$ cat config.mk
export PLATFORM = sky130hd
export DESIGN_NAME = utf8_to_ucs2_decoder_unit
export DESIGN_NICKNAME = d
export VERILOG_FILES = /design/src/rtl/u8ucs2_pkg.sv /design/src/rtl/utf8_to_ucs2_decoder_unit.sv
export VERILOG_INCLUDE_DIRS = /design/src /design/src/rtl
export SDC_FILE = /design/constraint.sdc
export NUM_CORES = 1
export LEC_CHECK = 0
export BUFFER_PORTS_ARGS = -buffer_cell sky130_fd_sc_hd__buf_2
export CAP_MARGIN = 20
export CORE_MARGIN = 2
export CORE_UTILIZATION = 58
export DETAILED_ROUTE_END_ITERATION = 10
export HOLD_SLACK_MARGIN = 0.05
export PLACE_DENSITY = 0.82
export SYNTH_ARGS = -nofsm -noshare
export SYNTH_HDL_FRONTEND = slang
export SYNTH_SLANG_ARGS = --single-unit
$ cat constraint.sdc
create_clock -name clk -period 3.4 [get_ports clk]
set_input_delay 0.17 -clock clk [delete_from_list [all_inputs] [get_ports clk]]
set_output_delay 0.17 -clock clk [all_outputs]
set_load 0.005 [all_outputs]
$ cat src/rtl/assert_macros.svh
// assertion helpers for the rtl
`ifndef ASSERT_MACROS_SVH
`define ASSERT_MACROS_SVH

// checked on every rising edge outside reset
`define ASSERT_CLK(label, prop, msg) \
  label: assert property (@(posedge clk) disable iff (rst) (prop)) else $error(msg);

// checked on every rising edge, reset included
`define ASSERT_ALWAYS(label, prop, msg) \
  label: assert property (@(posedge clk) (prop)) else $error(msg);

`endif

$ cat src/rtl/u8ucs2_pkg.sv
package u8ucs2_pkg;

  // result status codes
  typedef enum logic [1:0] {
    ST_UNIT    = 2'd0,
    ST_INVALID = 2'd1,
    ST_TRUNC   = 2'd2,
    ST_END_ERR = 2'd3
  } status_t;

  // lead byte classes
  localparam logic [7:0] LEAD3_MASK  = 8'hf0;
  localparam logic [7:0] LEAD3_MATCH = 8'he0;
  localparam logic [7:0] LEAD2_MASK  = 8'he0;
  localparam logic [7:0] LEAD2_MATCH = 8'hc0;
  localparam logic [7:0] CONT_FLIP   = 8'h80;
  localparam logic [7:0] LEAD3_BITS  = 8'h0f;
  localparam logic [7:0] LEAD2_BITS  = 8'h1f;

  // sequence lengths
  localparam logic [1:0] SEQ_NONE = 2'd0;
  localparam logic [1:0] SEQ_TWO  = 2'd2;
  localparam logic [1:0] SEQ_THREE = 2'd3;

endpackage

$ cat src/rtl/utf8_to_ucs2_decoder_unit.sv
// channel | valid     | stall     | payload
// input   | in_valid  | in_stall  | data_byte, buffer_end
// output  | out_valid | out_stall | code_unit, status, end_of_buffer
//
// one byte accepted per cycle while in_stall is low; a byte passes through an input
// register and the decode logic into the output register
// the decode state advances as the input register drains into the output stage
// rst is synchronous, active high, and clears the sequence state and both valids
// bytes that give no result still drain at one per cycle unless the output register is stalled
// in_stall rises only while the input register is full and the output
// register holds a result that out_stall keeps back
`include "assert_macros.svh"

module utf8_to_ucs2_decoder_unit
  import u8ucs2_pkg::*;
(
  input  logic        clk,
  input  logic        rst,
  input  logic        in_valid,
  output logic        in_stall,
  input  logic [7:0]  data_byte,
  input  logic        buffer_end,
  output logic        out_valid,
  input  logic        out_stall,
  output logic [15:0] code_unit,
  output logic [1:0]  status,
  output logic        end_of_buffer
);

  // input register
  logic       s1_valid;
  logic [7:0] s1_byte;
  logic       s1_last;

  // decode state
  logic [1:0] bytes_pending;
  logic [7:0] lead_store;
  logic [7:0] middle_store;
  logic [1:0] seq_length;
  logic       dropping;

  logic [1:0] bytes_pending_next;
  logic [7:0] lead_store_next;
  logic [7:0] middle_store_next;
  logic [1:0] seq_length_next;
  logic       dropping_next;

  // decoded result for the byte in the input register
  logic        has_result;
  logic [15:0] res_unit;
  status_t     res_status;
  logic        res_end;

  logic        s1_go;
  logic        in_take;
  logic        is_lead3;
  logic        is_lead2;
  logic [7:0]  cont_bits;
  logic [7:0]  mid_bits;

  // the input register moves on when the output register is free or emptying
  assign s1_go    = s1_valid && (!out_valid || !out_stall);
  assign in_stall = s1_valid && !s1_go;
  assign in_take  = in_valid && !in_stall;

  assign is_lead3  = (s1_byte & LEAD3_MASK) == LEAD3_MATCH;
  assign is_lead2  = (s1_byte & LEAD2_MASK) == LEAD2_MATCH;
  assign cont_bits = s1_byte ^ CONT_FLIP;
  assign mid_bits  = middle_store ^ CONT_FLIP;

  always_comb begin
    bytes_pending_next = bytes_pending;
    lead_store_next    = lead_store;
    middle_store_next  = middle_store;
    seq_length_next    = seq_length;
    dropping_next      = dropping;
    has_result         = 1'b0;
    res_unit           = 16'h0000;
    res_status         = ST_UNIT;
    res_end            = s1_last;

    if (dropping) begin
      // swallow bytes until the buffer end closes the error
      if (s1_last) begin
        dropping_next      = 1'b0;
        bytes_pending_next = 2'd0;
        lead_store_next    = 8'h00;
        middle_store_next  = 8'h00;
        seq_length_next    = SEQ_NONE;
        has_result         = 1'b1;
        res_status         = ST_END_ERR;
        res_end            = 1'b1;
      end
    end else if (bytes_pending == 2'd0) begin
      if (!s1_byte[7]) begin
        // plain ascii
        has_result = 1'b1;
        res_unit   = {8'h00, s1_byte};
      end else if (is_lead3 || is_lead2) begin
        if (s1_last) begin
          has_result = 1'b1;
          res_status = ST_TRUNC;
          res_end    = 1'b1;
        end else begin
          lead_store_next    = s1_byte;
          middle_store_next  = 8'h00;
          seq_length_next    = is_lead3 ? SEQ_THREE : SEQ_TWO;
          bytes_pending_next = is_lead3 ? 2'd2 : 2'd1;
        end
      end else begin
        // bad lead byte
        dropping_next = !s1_last;
        has_result    = 1'b1;
        res_status    = ST_INVALID;
      end
    end else if (bytes_pending >= 2'd2) begin
      if (s1_last) begin
        bytes_pending_next = 2'd0;
        lead_store_next    = 8'h00;
        middle_store_next  = 8'h00;
        seq_length_next    = SEQ_NONE;
        has_result         = 1'b1;
        res_status         = ST_TRUNC;
        res_end            = 1'b1;
      end else begin
        middle_store_next  = s1_byte;
        bytes_pending_next = 2'd1;
      end
    end else begin
      // final continuation byte completes the unit
      if (seq_length == SEQ_THREE) begin
        res_unit = {(lead_store[3:0] & LEAD3_BITS[3:0]), 12'h000}
                 | {2'b00, mid_bits, 6'b000000}
                 | {8'h00, cont_bits};
      end else begin
        res_unit = {5'b00000, (lead_store[4:0] & LEAD2_BITS[4:0]), 6'b000000}
                 | {8'h00, cont_bits};
      end
      bytes_pending_next = 2'd0;
      lead_store_next    = 8'h00;
      middle_store_next  = 8'h00;
      seq_length_next    = SEQ_NONE;
      has_result         = 1'b1;
    end
  end

  // input register
  always_ff @(posedge clk) begin
    if (rst) begin
      s1_valid <= 1'b0;
    end else if (in_take) begin
      s1_valid <= 1'b1;
    end else if (s1_go) begin
      s1_valid <= 1'b0;
    end
    if (in_take) begin
      s1_byte <= data_byte;
      s1_last <= buffer_end;
    end
  end

  // decode state
  always_ff @(posedge clk) begin
    if (rst) begin
      bytes_pending <= 2'd0;
      lead_store    <= 8'h00;
      middle_store  <= 8'h00;
      seq_length    <= SEQ_NONE;
      dropping      <= 1'b0;
    end else if (s1_go) begin
      bytes_pending <= bytes_pending_next;
      lead_store    <= lead_store_next;
      middle_store  <= middle_store_next;
      seq_length    <= seq_length_next;
      dropping      <= dropping_next;
    end
  end

  // output register
  always_ff @(posedge clk) begin
    if (rst) begin
      out_valid <= 1'b0;
    end else if (s1_go) begin
      out_valid <= has_result;
    end else if (out_valid && !out_stall) begin
      out_valid <= 1'b0;
    end
    if (s1_go && has_result) begin
      code_unit     <= res_unit;
      status        <= res_status;
      end_of_buffer <= res_end;
    end
  end

  `ASSERT_CLK(a_stall_needs_byte, in_stall |-> s1_valid && out_valid && out_stall,
              "input stalled without a held result")
  `ASSERT_CLK(a_error_unit_zero, out_valid && status != ST_UNIT |-> code_unit == 16'h0000,
              "error result carries a nonzero unit")
  `ASSERT_CLK(a_end_err_marked, out_valid && status == ST_END_ERR |-> end_of_buffer,
              "closing status without buffer end")
  `ASSERT_CLK(a_drop_no_seq, dropping |-> bytes_pending == 2'd0,
              "sequence open while dropping")
  `ASSERT_ALWAYS(a_reset_empty, rst |=> !out_valid && !s1_valid,
                 "pipeline not empty after reset")

endmodule

==> summary.md <==
| Metric | Value |
|---|---|
| All-Layer GR Usage | `21.12%` |
| Drt total wl | `3.520 mm` |
| Crit path kind | `flop to flop` |
| Internal | `0.0008338 W` |
| Final period utilization | `48.47%` |
| P&R area growth vs syn | `19.96%` |
| Core Box Area | `3078 µm²` |
| Clock sink total | `48` |
| CP endpoint kind | `flop` |
| Worst Hold Class | `input pin to flop` |
| Power Dens Cells | `469.4 nW/µm²` |
| DPL Wire Length | `2.460 mm` |
| Most frequent cells in the layout | `buf_2 (33), edfxtp_1 (28), dfxtp_1 (20), a22o_1 (12)` |
| Depth of the CTS H-tree | `2` |
| # resized after CTS | `0` |
| Final global-route overflow total | `0` |
| Final Setup Violations | `0` |
| Via Count | `1276` |
| Initial antenna violation count | `0` |
| Starting Density | `61.71%` |
| Max frequency | `606.8 MHz` |
| Top Ports | `34` |
| Commonest non-fill, non-tap cell in the layout | `buf_2` |
| Tmin final | `1.648 ns` |
| Fin util | `74.02%` |
| R2R depth | `5` |
| Yosys top cell area share | `44.27%` |
| Asr flop ratio synth | `0%` |
| Post-Layout Cell Count | `234` |
| Skew final | `0.006158 ns` |
| Port Buffer Count | `33` |
| Synthesized flop and latch total | `48` |
| Post-route DRC | `0` |
| Max Slew Vio Count | `0` |
| Cell count after placement | `216` |
| Later-pin clock latency in the skew report | `0.36 ns` |
| DIE AREA | `3749 µm²` |
| Max-cap violation count | `0` |
| Mean routed wirelength per cell | `15.04 µm` |
| Gate power share | `8.0%` |
| Hold Vio Cnt, Final | `0` |
| Mapped cell area | `1899 µm²` |
| Worst EP required | `3.51 ns` |
| DR iter-0 viols | `35` |
| Worst path max stage delay | `0.46 ns` |
| Largest net degree at the start of global routing | `20` |
| Vias per Instance | `5.453` |
| CTS Buf Count | `5` |
| PnR Total Power | `0.001070 W` |
| Reg2Reg Launch Point | `s1_byte[4]` |
| Vias in the first global route | `1217` |
| Clock-pin slew on the worst setup and hold paths | `0.13 ns` |
| Worst VDD drop | `0.2958 mV` |
| Part of the power in the clock network | `30.7%` |
| R2R Setup Slk | `1.75 ns` |
| Worst path slowest cell | `edfxtp_1` |
| Post-synth top flop | `edfxtp_1` |
| Worst slew margin | `50.51%` |
| Antenna viol nets, final | `0` |
| Setup TNS | `0 ns` |
| Critical Path Most Common Cell | `nor2_1` |
| Leak Pwr | `0.8541 nW` |
| Hold depth | `3` |
| Yosys Warn Count | `0` |
| Psw | `0.0002358 W` |
| Sequential area share after synthesis | `65.35%` |
| Distinct cells, synth | `37` |
| Root buffer cell | `clkbuf_4` |
| Crit path DAT | `1.76 ns` |
| Startpoint class of the critical path | `flop` |
| Layout cells sized above 1 | `28.42%` |
| Least-Margin Pin Slew | `0.7409 ns` |
| Num rows | `20` |
| Die Width | `61.23 µm` |
| Reg2reg end | `code_unit[6]` |
| Synth Net Count | `155` |
| Yosys top cell by area | `edfxtp_1` |
| Worst Hold End | `out_valid` |
| First-pass GRT wire length | `5.602 mm` |
| Cells after synthesis | `142` |
| Post-synth EDFFs | `28` |
| ANT cells | `0` |
| Flop pwr share | `61.3%` |
| Die height | `61.23 µm` |
| Clock tree buffer depth | `2` |
| CP max FO | `19` |
| Status | `finished clean` |
| Final RePlAce weighted congestion | `0.8594` |
| CTS tree | `done` |
| RSZ-0062 raised after global routing | `false` |
| HP Start | `out_stall` |
| Switching Fraction | `22.04%` |
| Top cells by area, synth | `edfxtp_1 (44%), dfxtp_1 (21%), a22o_1 (5.5%)` |
| Layout Nets | `202` |
| Worst path buffer plus inverter count | `1` |
| Pre-Repair DR Iteration Count | `4` |
| Average size of a mapped cell | `13.38 µm²` |
| CP Cell Sequence | `and2_1 -> o31a_2 -> nor2_1 -> nor2_1 -> buf_4` |
| Cell family with most CP delay | `flip-flops` |
per-layer routing:
metal  track usage (%)  share of wire [%]  vias up
met1             27.58                 45      604
met3             7.143                4.7        6
met2             34.04                 50       37
met5                 0                  0        -
met4             5.590               0.99        0
li1                  -                  -      629
cell type report:
class,instances,area (µm²)
repair buffers,44,272.8
multi-input cells,90,633.1
well taps,44,55.05
fillers,220,799.5
clock buffers,6,41.29
flip-flops and latches,48,1241
clock inverters,2,35.03
worst max path at each step:
stage,to,startpoint,cells after the start,slack [ns]
floorplan,code_unit[0],bytes_pending[1],5,1.38
global placement,code_unit[0],s1_byte[4],5,1.85
detailed placement,code_unit[1],s1_byte[4],5,1.77
CTS,code_unit[0],s1_byte[4],5,1.75
global route,code_unit[12],s1_byte[4],5,1.65
finish,code_unit[6],s1_byte[4],5,1.75
Yosys cell counts, types with 2 or more instances:
cell,count
and2_1,10
buf_4,2
o21a_1,2
clkbuf_2,2
mux2i_1,2
nand2b_1,2
nor2_1,9
dfxtp_1,20
o21ai_0,2
nor2b_1,4
a21oi_1,9
nor3_1,2
nand3_1,4
edfxtp_1,28
nand2_1,10
and3_1,2
a22o_1,12
worst register-to-register path, cell delays in order (launching register included):
cell,delay [ns]
edfxtp_1,0.46
and2_1,0.24
o31a_2,0.32
nor2_1,0.10
nor2_1,0.06
buf_4,0.21
sequential cells by signal (all words and copies together) (netlist names):
register and cells:
end_of_buffer 1, s1_byte 8, s1_valid 1, out_valid 1
s1_last 1, middle_store 8, bytes_pending 2, status 2
lead_store 5, dropping 1, code_unit 16, seq_length 2
stage by stage:
step                      setup WS (ns)  area (µm²)  hold WS (ns)
after floorplan                   1.381        1899        0.2689
after detailed placement          1.775        2102        0.3481
after CTS                         1.751        2278       0.07324
final                             1.752        2278       0.08723
after global placement            1.845        2102        0.3462
after global routing              1.649        2278       0.08555
power groups by stage:
stage / registers [W] / logic [W] / clock network, W
after detailed placement: 0.000668 / 0.0000766 / 0
after global routing: 0.000659 / 0.0000945 / 0.000350
after CTS: 0.000655 / 0.0000854 / 0.000329
after global placement: 0.000668 / 0.0000740 / 0
final: 0.000656 / 0.0000856 / 0.000328
after floorplan: 0.000665 / 0.0000483 / 0
cell families after synthesis:
| logic type | count (synthesis) | share of synthesized area [%] |
|---|---|---|
| flops | 48 | 65.35 |
| mux | 3 | 1.647 |
| simple gates | 51 | 15.75 |
| compound gates | 36 | 15.94 |
| buf+inv | 4 | 1.317 |
timing repair:
| item | in CTS | in global routing |
|---|---|---|
| hold buffers | 10 | 0 |
| endpoints found under the hold margin | 10 | 0 |
| setup buffers | 0 | 0 |
(Power assumes the default switching activity.)
